<file path="config.mk">
export PLATFORM = sky130hd
export DESIGN_NAME = lid_actuator_sequencer
export DESIGN_NICKNAME = d
export VERILOG_FILES = /design/src/las_pkg.sv /design/src/lid_actuator_sequencer.sv
export SDC_FILE = /design/constraint.sdc
export NUM_CORES = 1
export LEC_CHECK = 0
export ABC_AREA = 1
export BUFFER_PORTS_ARGS = -buffer_cell sky130_fd_sc_hd__buf_4
export CAP_MARGIN = 30
export CORE_MARGIN = 5
export CORE_UTILIZATION = 45
export CTS_CLUSTER_DIAMETER = 200
export DETAILED_ROUTE_END_ITERATION = 12
export SLEW_MARGIN = 20
export SYNTH_ARGS = -nofsm -noshare
export SYNTH_HDL_FRONTEND = slang
export SYNTH_SLANG_ARGS = --single-unit
</file>
<file path="constraint.sdc">
create_clock -name clk -period 9.23 [get_ports clk]
set_clock_uncertainty 0.1 [all_clocks]
set_input_delay 0.4615 -clock clk [delete_from_list [all_inputs] [get_ports clk]]
set_output_delay 0.4615 -clock clk [all_outputs]
set_load 0.02 [all_outputs]
</file>
<file path="src/las_pkg.sv">
// shared types and constants of the lid actuator sequencer
package las_pkg;

  localparam int POSITION_WIDTH_DEF = 32;

  localparam int POS_PORT_W = 32;
  localparam int ERR_PORT_W = 32;
  localparam int ENC_W      = 13;
  localparam int SPEED_W    = 16;
  localparam int LIMIT_W    = 14;
  localparam int CFG_IDX_W  = 3;
  localparam int CFG_DATA_W = 16;

  typedef enum logic [1:0] {
    CMD_NONE     = 2'd0,
    CMD_POSITION = 2'd1,
    CMD_SPEED    = 2'd2
  } cmd_kind_t;

  typedef enum logic [CFG_IDX_W-1:0] {
    REG_OPEN_POSITION   = 3'd0,
    REG_CLOSED_POSITION = 3'd1,
    REG_RAMP_STEP       = 3'd2,
    REG_TOGGLE_COOLDOWN = 3'd3,
    REG_STALL_ERROR     = 3'd4,
    REG_STALL_TICKS     = 3'd5,
    REG_UNJAM_TICKS     = 3'd6,
    REG_UNJAM_SPEED     = 3'd7
  } cfg_reg_t;

  // calibration phases
  typedef enum logic [2:0] {
    CAL_IDLE  = 3'b001,
    CAL_DRIVE = 3'b010,
    CAL_ZERO  = 3'b100
  } cal_state_t;

  // configuration defaults
  localparam logic signed [15:0] OPEN_POSITION_RST   = -16'sd2500;
  localparam logic signed [15:0] CLOSED_POSITION_RST = -16'sd150;
  localparam logic [9:0]         RAMP_STEP_RST       = 10'd20;
  localparam logic [9:0]         TOGGLE_COOLDOWN_RST = 10'd300;
  localparam logic [15:0]        STALL_ERROR_RST     = 16'd800;
  localparam logic [11:0]        STALL_TICKS_RST     = 12'd1000;
  localparam logic [9:0]         UNJAM_TICKS_RST     = 10'd100;
  localparam logic [14:0]        UNJAM_SPEED_RST     = 15'd1500;

  // fixed thresholds
  localparam int                  OPEN_FLAG_SET   = -2300;
  localparam int                  OPEN_FLAG_CLEAR = -500;
  localparam int                  CAL_STEP        = 20;
  localparam logic [ERR_PORT_W-1:0] CAL_ERROR_LIMIT = 32'd5000;
  localparam logic [LIMIT_W-1:0]  LIMIT_CALIB     = 14'd8000;
  localparam logic [LIMIT_W-1:0]  LIMIT_NORMAL    = 14'd9000;

endpackage

</file>
<file path="src/lid_actuator_sequencer.sv">
// lid actuator sequencer: request toggle, setpoint ramp, unjam, calibration
// a beat moves from the input register to the result register once the output advances
// throughput: one beat per cycle unless out_stall holds; the registers split the sides
// the tick logic between them is one pass of compares and adders on the state registers
// reset (rst_n low, synchronous) clears tick state and valid flags, loads default config
module lid_actuator_sequencer #(
  parameter int POSITION_WIDTH = las_pkg::POSITION_WIDTH_DEF
) (
  input  logic                                     clk,
  input  logic                                     rst_n,

  input  logic                                     in_valid,
  output logic                                     in_stall,
  input  logic                                     in_disabled,
  input  logic                                     in_key_toggle,
  input  logic                                     in_key_modifier,
  input  logic                                     in_chassis_moving,
  input  logic                                     in_chassis_spinning,
  input  logic signed [las_pkg::POS_PORT_W-1:0]    in_position,
  input  logic signed [las_pkg::ERR_PORT_W-1:0]    in_outer_error,
  input  logic        [las_pkg::ENC_W-1:0]         in_encoder,

  output logic                                     out_valid,
  input  logic                                     out_stall,
  output las_pkg::cmd_kind_t                       out_command_kind,
  output logic signed [las_pkg::POS_PORT_W-1:0]    out_position_target,
  output logic signed [las_pkg::SPEED_W-1:0]       out_speed_target,
  output logic        [las_pkg::LIMIT_W-1:0]       out_current_limit,
  output logic                                     out_zero_position,
  output logic        [las_pkg::ENC_W-1:0]         out_encoder_offset,
  output logic                                     out_lid_is_open,
  output logic                                     out_lid_requested_open,
  output logic                                     out_calibrating,
  output logic                                     out_closed_by_motion,

  input  logic                                     cfg_valid,
  output logic                                     cfg_ready,
  input  logic        [las_pkg::CFG_IDX_W-1:0]     cfg_index,
  input  logic        [las_pkg::CFG_DATA_W-1:0]    cfg_data
);
  import las_pkg::*;

  localparam int PW = POSITION_WIDTH;

  localparam logic signed [PW-1:0] POS_MAX   = {1'b0, {(PW-1){1'b1}}};
  localparam logic signed [PW-1:0] POS_MIN   = {1'b1, {(PW-1){1'b0}}};
  localparam logic signed [PW-1:0] FLAG_SET  = PW'(OPEN_FLAG_SET);
  localparam logic signed [PW-1:0] FLAG_CLR  = PW'(OPEN_FLAG_CLEAR);
  localparam logic signed [PW:0]   CAL_INC   = (PW+1)'(CAL_STEP);

  // configuration registers
  logic signed [15:0] open_position_r;
  logic signed [15:0] closed_position_r;
  logic [9:0]         ramp_step_r;
  logic [9:0]         toggle_cooldown_r;
  logic [15:0]        stall_error_r;
  logic [11:0]        stall_ticks_r;
  logic [9:0]         unjam_ticks_r;
  logic [14:0]        unjam_speed_r;

  // tick state
  logic               open_req_r,    open_req_nxt;
  logic [9:0]         cooldown_r,    cooldown_nxt;
  logic signed [PW-1:0] setpoint_r,  setpoint_nxt;
  logic [11:0]        stall_cnt_r,   stall_cnt_nxt;
  logic               unjam_r,       unjam_nxt;
  logic [9:0]         unjam_cnt_r,   unjam_cnt_nxt;
  logic               open_flag_r,   open_flag_nxt;
  logic               cal_req_r,     cal_req_nxt;
  cal_state_t         cal_state_r,   cal_state_nxt;
  logic               cal_active_r,  cal_active_nxt;
  logic signed [PW-1:0] cal_target_r, cal_target_nxt;
  logic               motion_closed_r, motion_closed_nxt;
  logic [ENC_W-1:0]   enc_latch_r,   enc_latch_nxt;

  // input register
  logic               s1_valid_r;
  logic               s1_disabled_r;
  logic               s1_key_r;
  logic               s1_modk_r;
  logic               s1_moving_r;
  logic               s1_spinning_r;
  logic [POS_PORT_W-1:0]        s1_pos_r;
  logic signed [ERR_PORT_W-1:0] s1_oerr_r;
  logic [ENC_W-1:0]   s1_enc_r;

  // result register
  logic               out_valid_r;
  cmd_kind_t          out_kind_r;
  logic signed [POS_PORT_W-1:0] out_ptgt_r;
  logic signed [SPEED_W-1:0]    out_stgt_r;
  logic [LIMIT_W-1:0] out_limit_r;
  logic               out_zero_r;
  logic [ENC_W-1:0]   out_enc_r;
  logic               out_open_r;
  logic               out_req_r;
  logic               out_cal_r;
  logic               out_motion_r;

  logic               advance;
  logic               fire;

  // tick results
  cmd_kind_t              kind;
  logic signed [PW-1:0]   ptgt;
  logic signed [SPEED_W-1:0] stgt;
  logic                   zero;
  logic signed [PW-1:0]   pos;
  logic signed [PW:0]     pdiff;
  logic [PW:0]            err;
  logic                   changed;
  logic [ERR_PORT_W-1:0]  oerr_abs;
  logic signed [PW-1:0]   cl;
  logic signed [PW-1:0]   op;
  logic signed [PW:0]     step_pos;
  logic signed [PW:0]     step_neg;
  logic signed [SPEED_W-1:0] spd_pos;

  function automatic logic signed [PW-1:0] sat_add(input logic signed [PW-1:0] a,
                                                   input logic signed [PW:0]   b);
    logic signed [PW:0] s;
    s = {a[PW-1], a} + b;
    if (s[PW] != s[PW-1]) begin
      sat_add = s[PW] ? POS_MIN : POS_MAX;
    end else begin
      sat_add = s[PW-1:0];
    end
  endfunction

  assign advance   = !out_valid_r || !out_stall;
  assign fire      = s1_valid_r && advance;
  assign in_stall  = s1_valid_r && !advance;
  assign cfg_ready = 1'b1;

  assign cl       = PW'(closed_position_r);
  assign op       = PW'(open_position_r);
  assign step_pos = $signed((PW+1)'(ramp_step_r));
  assign step_neg = -step_pos;
  assign spd_pos  = $signed({1'b0, unjam_speed_r});
  assign oerr_abs = s1_oerr_r[ERR_PORT_W-1] ? (~s1_oerr_r + 1'b1) : s1_oerr_r;

  always_comb begin
    open_req_nxt      = open_req_r;
    cooldown_nxt      = cooldown_r;
    setpoint_nxt      = setpoint_r;
    stall_cnt_nxt     = stall_cnt_r;
    unjam_nxt         = unjam_r;
    unjam_cnt_nxt     = unjam_cnt_r;
    open_flag_nxt     = open_flag_r;
    cal_req_nxt       = cal_req_r;
    cal_state_nxt     = cal_state_r;
    cal_active_nxt    = cal_active_r;
    cal_target_nxt    = cal_target_r;
    motion_closed_nxt = motion_closed_r;
    enc_latch_nxt     = enc_latch_r;
    kind              = CMD_NONE;
    ptgt              = '0;
    stgt              = '0;
    zero              = 1'b0;
    changed           = 1'b0;
    pos               = $signed(PW'(s1_pos_r));
    pdiff             = '0;
    err               = '0;

    if (s1_disabled_r || (s1_key_r && s1_modk_r)) begin
      cal_req_nxt = 1'b1;
    end

    if (!s1_disabled_r) begin
      if (cal_req_nxt) begin
        unique case (cal_state_r)
          CAL_DRIVE: begin
            cal_active_nxt = 1'b1;
            cal_target_nxt = sat_add(cal_target_r, CAL_INC);
            kind           = CMD_POSITION;
            ptgt           = cal_target_nxt;
            if (oerr_abs > CAL_ERROR_LIMIT) begin
              cal_state_nxt = CAL_ZERO;
            end
          end
          CAL_ZERO: begin
            enc_latch_nxt  = s1_enc_r;
            zero           = 1'b1;
            pos            = '0;
            kind           = CMD_POSITION;
            ptgt           = '0;
            cal_state_nxt  = CAL_IDLE;
            cal_req_nxt    = 1'b0;
            cal_active_nxt = 1'b0;
            open_req_nxt   = 1'b0;
          end
          default: begin
            cal_target_nxt = pos;
            cal_state_nxt  = CAL_DRIVE;
          end
        endcase
      end

      if (!cal_active_nxt) begin
        pdiff = {pos[PW-1], pos} - {setpoint_r[PW-1], setpoint_r};
        err   = pdiff[PW] ? $unsigned(-pdiff) : $unsigned(pdiff);

        if (!unjam_r) begin
          if (s1_key_r && (cooldown_r == '0)) begin
            open_req_nxt = !open_req_nxt;
            changed      = 1'b1;
            cooldown_nxt = 10'd1;
          end
          if (cooldown_nxt != '0) begin
            cooldown_nxt = (cooldown_nxt >= toggle_cooldown_r) ? '0 : cooldown_nxt + 10'd1;
          end
          if (changed) begin
            setpoint_nxt = pos;
          end
          if (!open_req_nxt) begin
            setpoint_nxt = (setpoint_nxt <= cl) ? sat_add(setpoint_nxt, step_pos) : cl;
          end else begin
            setpoint_nxt = (setpoint_nxt >= op) ? sat_add(setpoint_nxt, step_neg) : op;
          end
          kind = CMD_POSITION;
          ptgt = setpoint_nxt;
        end

        // stall detection, equal error keeps the count
        if (err > (PW+1)'(stall_error_r)) begin
          stall_cnt_nxt = stall_cnt_r + 12'd1;
          if (stall_cnt_nxt >= stall_ticks_r) begin
            stall_cnt_nxt = '0;
            unjam_nxt     = 1'b1;
          end
        end else if (err < (PW+1)'(stall_error_r)) begin
          stall_cnt_nxt = '0;
        end

        if (unjam_nxt) begin
          unjam_cnt_nxt = unjam_cnt_r + 10'd1;
          kind          = CMD_SPEED;
          ptgt          = '0;
          stgt          = open_req_nxt ? spd_pos : -spd_pos;
          if (unjam_cnt_nxt >= unjam_ticks_r) begin
            unjam_nxt     = 1'b0;
            setpoint_nxt  = pos;
            unjam_cnt_nxt = '0;
          end
        end

        if (pos < FLAG_SET) begin
          open_flag_nxt = 1'b1;
        end
        if (pos > FLAG_CLR) begin
          open_flag_nxt = 1'b0;
        end
        if (s1_moving_r && open_flag_nxt && !s1_spinning_r) begin
          motion_closed_nxt = 1'b1;
          open_req_nxt      = 1'b0;
        end
      end
    end
  end

  // configuration writes
  always_ff @(posedge clk) begin
    if (!rst_n) begin
      open_position_r   <= OPEN_POSITION_RST;
      closed_position_r <= CLOSED_POSITION_RST;
      ramp_step_r       <= RAMP_STEP_RST;
      toggle_cooldown_r <= TOGGLE_COOLDOWN_RST;
      stall_error_r     <= STALL_ERROR_RST;
      stall_ticks_r     <= STALL_TICKS_RST;
      unjam_ticks_r     <= UNJAM_TICKS_RST;
      unjam_speed_r     <= UNJAM_SPEED_RST;
    end else if (cfg_valid && cfg_ready) begin
      unique case (cfg_index)
        REG_OPEN_POSITION:   open_position_r   <= $signed(cfg_data);
        REG_CLOSED_POSITION: closed_position_r <= $signed(cfg_data);
        REG_RAMP_STEP:       ramp_step_r       <= cfg_data[9:0];
        REG_TOGGLE_COOLDOWN: toggle_cooldown_r <= cfg_data[9:0];
        REG_STALL_ERROR:     stall_error_r     <= cfg_data;
        REG_STALL_TICKS:     stall_ticks_r     <= cfg_data[11:0];
        REG_UNJAM_TICKS:     unjam_ticks_r     <= cfg_data[9:0];
        REG_UNJAM_SPEED:     unjam_speed_r     <= cfg_data[14:0];
      endcase
    end
  end

  // tick state update
  always_ff @(posedge clk) begin
    if (!rst_n) begin
      open_req_r      <= 1'b0;
      cooldown_r      <= '0;
      setpoint_r      <= '0;
      stall_cnt_r     <= '0;
      unjam_r         <= 1'b0;
      unjam_cnt_r     <= '0;
      open_flag_r     <= 1'b0;
      cal_req_r       <= 1'b0;
      cal_state_r     <= CAL_IDLE;
      cal_active_r    <= 1'b0;
      cal_target_r    <= '0;
      motion_closed_r <= 1'b0;
      enc_latch_r     <= '0;
    end else if (fire) begin
      open_req_r      <= open_req_nxt;
      cooldown_r      <= cooldown_nxt;
      setpoint_r      <= setpoint_nxt;
      stall_cnt_r     <= stall_cnt_nxt;
      unjam_r         <= unjam_nxt;
      unjam_cnt_r     <= unjam_cnt_nxt;
      open_flag_r     <= open_flag_nxt;
      cal_req_r       <= cal_req_nxt;
      cal_state_r     <= cal_state_nxt;
      cal_active_r    <= cal_active_nxt;
      cal_target_r    <= cal_target_nxt;
      motion_closed_r <= motion_closed_nxt;
      enc_latch_r     <= enc_latch_nxt;
    end
  end

  // input register
  always_ff @(posedge clk) begin
    if (!rst_n) begin
      s1_valid_r <= 1'b0;
    end else if (!in_stall) begin
      s1_valid_r <= in_valid;
    end
  end

  always_ff @(posedge clk) begin
    if (in_valid && !in_stall) begin
      s1_disabled_r <= in_disabled;
      s1_key_r      <= in_key_toggle;
      s1_modk_r     <= in_key_modifier;
      s1_moving_r   <= in_chassis_moving;
      s1_spinning_r <= in_chassis_spinning;
      s1_pos_r      <= in_position;
      s1_oerr_r     <= in_outer_error;
      s1_enc_r      <= in_encoder;
    end
  end

  // result register
  always_ff @(posedge clk) begin
    if (!rst_n) begin
      out_valid_r <= 1'b0;
    end else if (advance) begin
      out_valid_r <= s1_valid_r;
    end
  end

  always_ff @(posedge clk) begin
    if (fire) begin
      out_kind_r   <= kind;
      out_ptgt_r   <= POS_PORT_W'(ptgt);
      out_stgt_r   <= stgt;
      out_limit_r  <= cal_active_nxt ? LIMIT_CALIB : LIMIT_NORMAL;
      out_zero_r   <= zero;
      out_enc_r    <= enc_latch_nxt;
      out_open_r   <= open_flag_nxt;
      out_req_r    <= open_req_nxt;
      out_cal_r    <= cal_active_nxt;
      out_motion_r <= motion_closed_nxt;
    end
  end

  assign out_valid              = out_valid_r;
  assign out_command_kind       = out_kind_r;
  assign out_position_target    = out_ptgt_r;
  assign out_speed_target       = out_stgt_r;
  assign out_current_limit      = out_limit_r;
  assign out_zero_position      = out_zero_r;
  assign out_encoder_offset     = out_enc_r;
  assign out_lid_is_open        = out_open_r;
  assign out_lid_requested_open = out_req_r;
  assign out_calibrating        = out_cal_r;
  assign out_closed_by_motion   = out_motion_r;

endmodule

</file>
==> tab_implementation.tex <==
\begin{tabular}{lr}
\hline
Metric & Value \\
\hline
\multicolumn{2}{l}{\textbf{Run status}} \\
\quad Result of the run & finished, final reports clean \\
\multicolumn{2}{l}{\textbf{Clock network}} \\
\quad Sinks on Clock Net & 376 \\
\quad Number of instances resized during post-cts repair & 0 \\
\quad Clock buffer depth & 3 \\
\quad Clock latency at the later pin of the worst-skew pair & 0.59 ns \\
\quad Number of buffers created by CTS & 44 \\
\quad CTS tree & done \\
\quad CTS Root Cell & sky130\_fd\_sc\_hd\_\_clkbuf\_16 \\
\quad Worst-path clk slew & 0.06 ns \\
\quad H-Tree Level Count & 2 \\
\quad Buffers inserted during post-CTS setup optimization & 0 \\
\multicolumn{2}{l}{\textbf{Die}} \\
\quad Top-Level Pins & 191 \\
\quad Core region area & 63300 um2 \\
\quad Width of the die & 263 um \\
\quad Die area & 69200 um2 \\
\quad Core Rows & 92 \\
\quad Initial standard-cell utilization of the core & 45.5\% \\
\quad Die Span Y & 263 um \\
\multicolumn{2}{l}{\textbf{Pwr}} \\
\quad Worst IR drop on VDD & 119 uV \\
\quad Power consumption & 5.30 mW \\
\quad Pwr/cell area & 161 nW/um2 \\
\quad Static power due to leakage & 15.9 nW \\
\multicolumn{2}{l}{\textbf{Synth}} \\
\quad Cell with the most instances after synthesis & sky130\_fd\_sc\_hd\_\_nand2\_1 \\
\quad Most frequent cells after synthesis & sky130\_fd\_sc\_hd\_\_nand2\_1 (1224), sky130\_fd\_sc\_hd\_\_inv\_1 (563), sky130\_fd\_sc\_hd\_\_nand3\_1 (425), sky130\_fd\_sc\_hd\_\_nor2\_1 (344), sky130\_fd\_sc\_hd\_\_a21oi\_1 (250) \\
\quad Post-synthesis instance area & 28800 um2 \\
\quad Fraction of the yosys area taken by sequential cells & 31.3\% \\
\quad Xor-xnor portion of the synthesized cell area & 3.70\% \\
\quad Primary flip-flop cell chosen by synthesis mapping & sky130\_fd\_sc\_hd\_\_dfxtp\_1 \\
\quad Number of flops mapped to enable cells by yosys & 151 \\
\quad Area leader, netlist & sky130\_fd\_sc\_hd\_\_nand2\_1 \\
\quad Area share of the largest cell type after synthesis & 15.9\% \\
\quad Per-instance average area after synthesis & 6.64 um2 \\
\quad Number of flip-flops and latches in the synthesized netlist & 376 \\
\quad Count of mapped cells out of synthesis & 4340 \\
\quad Ranking of synthesized cells by area & sky130\_fd\_sc\_hd\_\_nand2\_1 (16\%), sky130\_fd\_sc\_hd\_\_edfxtp\_1 (16\%), sky130\_fd\_sc\_hd\_\_dfxtp\_1 (16\%), sky130\_fd\_sc\_hd\_\_ha\_1 (7.5\%), sky130\_fd\_sc\_hd\_\_nand3\_1 (7.4\%) \\
\quad Share of cell area taken by muxes after synthesis & 0\% \\
\quad Fraction of registers with async set or reset after synthesis & 0\% \\
\quad Synth Warn \# & 0 \\
\quad Synthesized-area fraction occupied by adder cells & 7.67\% \\
\quad Simple-gate share of the synthesized area & 33.8\% \\
\quad Complex-gate fraction of the synthesized area & 12.5\% \\
\quad Synth unique cells & 66 \\
\quad Largest family of logic cells by synthesized area & simple AND/OR/NAND/NOR gates \\
\multicolumn{2}{l}{\textbf{Route}} \\
\quad Detail Route Antenna Nets & 0 \\
\quad Post-DR vias/cell & 5.40 \\
\quad Final WL & 101 mm \\
\quad Total DRC errors in the routed layout & 0 \\
\quad DR vias & 29100 \\
\quad Average wire per cell in the routed design & 18.7 um \\
\quad Violation count after the first detailed-routing iteration & 2592 \\
\quad Number of iterations in the first detailed-routing pass & 6 \\
\multicolumn{2}{l}{\textbf{Final layout}} \\
\quad Number of standard cells in the layout, taps in and fillers out & 5392 \\
\quad Antenna Cells & 0 \\
\quad Layout cells sized above 1 & 9.41\% \\
\quad Area of all placed cells without fillers & 33000 um2 \\
\quad Final net count & 4793 \\
\quad Area added between synthesis and finish & 14.4\% \\
\quad Area used by sequential logic in the layout & 9040 um2 \\
\quad Number of inserted filler cells in the final layout & 6542 \\
\quad Area of the multi-input gates & 16700 um2 \\
\quad Final core occ & 52.1\% \\
\multicolumn{2}{l}{\textbf{Timing}} \\
\quad Final hold vios & 0 \\
\quad Worst setup margin & 1.37 ns \\
\quad FMAX & 127 MHz \\
\quad Slew at the pin closest to its max-slew limit & 0.964 ns \\
\quad Setup TNS & 0 ns \\
\quad Part of the cycle the worst path needs & 85.2\% \\
\quad Setup repair after global routing missed its margin & no \\
\quad Worst hold slack after final layout & 0.0807 ns \\
\quad Minimum period implied by the final worst setup slack & 7.86 ns \\
\quad Final setup viols & 0 \\
\quad Max Transition Viols Final & 0 \\
\quad Max\_slew headroom & 35.6\% \\
\multicolumn{2}{l}{\textbf{Place}} \\
\quad Instance count after placement with tap cells included & 5229 \\
\quad Sum of net half-perimeters after detailed placement & 76.0 mm \\
\quad Placed instance area & 30700 um2 \\
\quad Count of buffers inserted at the top-level ports & 182 \\
\quad Final GP Congestion & 1.01 \\
\quad Worst slack after detailed placement & 1.54 ns \\
\multicolumn{2}{l}{\textbf{Global route}} \\
\quad Pin count of the biggest net entering global routing & 97 \\
\quad Via count of the first global-routing pass & 26800 \\
\quad Global-route wire length before repair & 155 mm \\
\quad Leftover overflow at the end of global routing & 0 \\
\quad Global routing usage summed across all routing layers & 27.7\% \\
\quad Antenna violations before repair & 0 \\
\multicolumn{2}{l}{\textbf{Setup path}} \\
\quad Cell with the largest stage delay on the worst path & sky130\_fd\_sc\_hd\_\_nand2\_2 \\
\quad CP top delay family & simple AND/OR/NAND/NOR gates \\
\quad Capturing element type of the critical path & flop \\
\quad Maximum fanout encountered on the critical timing path & 36 \\
\quad Arrival time of the worst setup path & 8.18 ns \\
\quad Maximum single-stage delay on the critical path & 0.72 ns \\
\quad Cell repeated most along the worst path & sky130\_fd\_sc\_hd\_\_nor2\_1 \\
\quad Type of the worst setup path & reg2reg \\
\quad Nature of the critical path startpoint & flop \\
\quad Number of buffers and inverters on the critical path & 4 \\
\quad Critical Path RT & 9.55 ns \\
\multicolumn{2}{l}{\textbf{Worst hold path}} \\
\quad Hold/Removal Path Class & in2reg \\
\multicolumn{2}{l}{\textbf{Run}} \\
\quad Reported max-cap violation count & 0 \\
\hline
\end{tabular}
## power breakdown
part | internal [mW] | switching, mW | leakage (nW)
Sequential | 1.82 | 0.0610 | 3.30
Clock | 1.03 | 0.729 | 0.704
Combinational | 0.535 | 1.13 | 11.9
Total | 3.39 | 1.92 | 15.9
## registers in the layout, summed over array words and instances, names as in the netlist, 2 cells and up
| register | count |
|---|---|
| unjam_ticks_r | 10 |
| setpoint_r | 32 |
| closed_position_r | 16 |
| s1_enc_r | 13 |
| stall_ticks_r | 12 |
| cal_target_r | 32 |
| cooldown_r | 10 |
| out_encoder_offset | 13 |
| unjam_cnt_r | 10 |
| stall_cnt_r | 12 |
| ramp_step_r | 10 |
| out_command_kind | 2 |
| out_speed_target | 16 |
| stall_error_r | 16 |
| s1_pos_r | 32 |
| enc_latch_r | 13 |
| unjam_speed_r | 15 |
| open_position_r | 16 |
| toggle_cooldown_r | 10 |
| out_current_limit | 2 |
| s1_oerr_r | 32 |
| out_position_target | 32 |
| cal_state_r | 3 |
## area by class of cell
class	instances	share of cell area, %
multi-input combinational	3194	50.7
timing repair buffer	300	7.53
clock buffer	67	3.91
clock inverter	13	0.512
inverter	596	6.79
tap	846	3.21
sequential	376	27.4
## cell families (layout without fill, tap and decap cells)
logic type | after synthesis | count (layout)
compound gates | 644 | 644
xor+xnor | 121 | 121
fa+ha+maj | 175 | 175
buf+inv | 776 | 976
flops | 376 | 376
other cells | 2 | 8
simple gates | 2246 | 2246
## what timing repair did
item                       in CTS  in global routing
hold buffers                   82                  0
setup endpoints to repair       0                  0
hold endpoints to repair       82                  0
## path summary, 6_finish.rpt
check,start,endpoint,slack (ns),cells after the start
setup / recovery,s1_key_r$_DFFE_PP_,out_speed_target[11]$_SDFFCE_PP0P_,1.37,34
hold / removal,out_stall,out_valid$_SDFFE_PN0N_,0.08,3
setup reg to reg,s1_key_r$_DFFE_PP_,out_speed_target[11]$_SDFFCE_PP0P_,1.37,34
hold reg to reg,unjam_ticks_r[3]$_SDFFE_PN0P_,unjam_ticks_r[3]$_SDFFE_PN0P_,0.36,2
## cells in the final DEF, fill, tap and decap left out, types with 9 or more instances in the layout
cell	count
sky130_fd_sc_hd__nor3_1	55
sky130_fd_sc_hd__or2_2	9
sky130_fd_sc_hd__nor2_1	340
sky130_fd_sc_hd__inv_1	561
sky130_fd_sc_hd__nand2_1	1224
sky130_fd_sc_hd__nand3b_1	20
sky130_fd_sc_hd__o21ai_1	20
sky130_fd_sc_hd__ha_1	172
sky130_fd_sc_hd__inv_2	27
sky130_fd_sc_hd__o21ai_0	220
sky130_fd_sc_hd__o21ai_2	18
sky130_fd_sc_hd__clkbuf_16	45
sky130_fd_sc_hd__dfxtp_1	224
sky130_fd_sc_hd__a31oi_1	38
sky130_fd_sc_hd__nor2_2	25
sky130_fd_sc_hd__nor4_1	12
sky130_fd_sc_hd__o211ai_1	45
sky130_fd_sc_hd__xnor2_1	15
sky130_fd_sc_hd__a21oi_1	250
sky130_fd_sc_hd__nand2_2	24
sky130_fd_sc_hd__nand3_1	425
sky130_fd_sc_hd__dlygate4sd3_1	82
sky130_fd_sc_hd__clkbuf_1	14
sky130_fd_sc_hd__nand4_1	65
sky130_fd_sc_hd__xor2_1	105
sky130_fd_sc_hd__nand3_2	10
sky130_fd_sc_hd__buf_4	215
sky130_fd_sc_hd__edfxtp_1	151
## worst reg2reg max path, delay by kind of cell, from the launching register on
| kind | cells | cell delay (ns) |
|---|---|---|
| simple gates | 22 | 4.96 |
| buf+inv | 4 | 0.68 |
| xor+xnor | 1 | 0.17 |
| flops | 1 | 0.49 |
| fa+ha+maj | 2 | 0.58 |
| compound gates | 5 | 0.72 |
## metal layers
metal  track usage [%]  vias up  wire length, um
met5                 0        -                0
met4              7.59        0             2810
met3              3.11      151             6470
met2              45.9      971            46500
met1              38.5    13500            45000
li1                  -    14500                -
No activity file was read; power rests on OpenSTA's default activity.
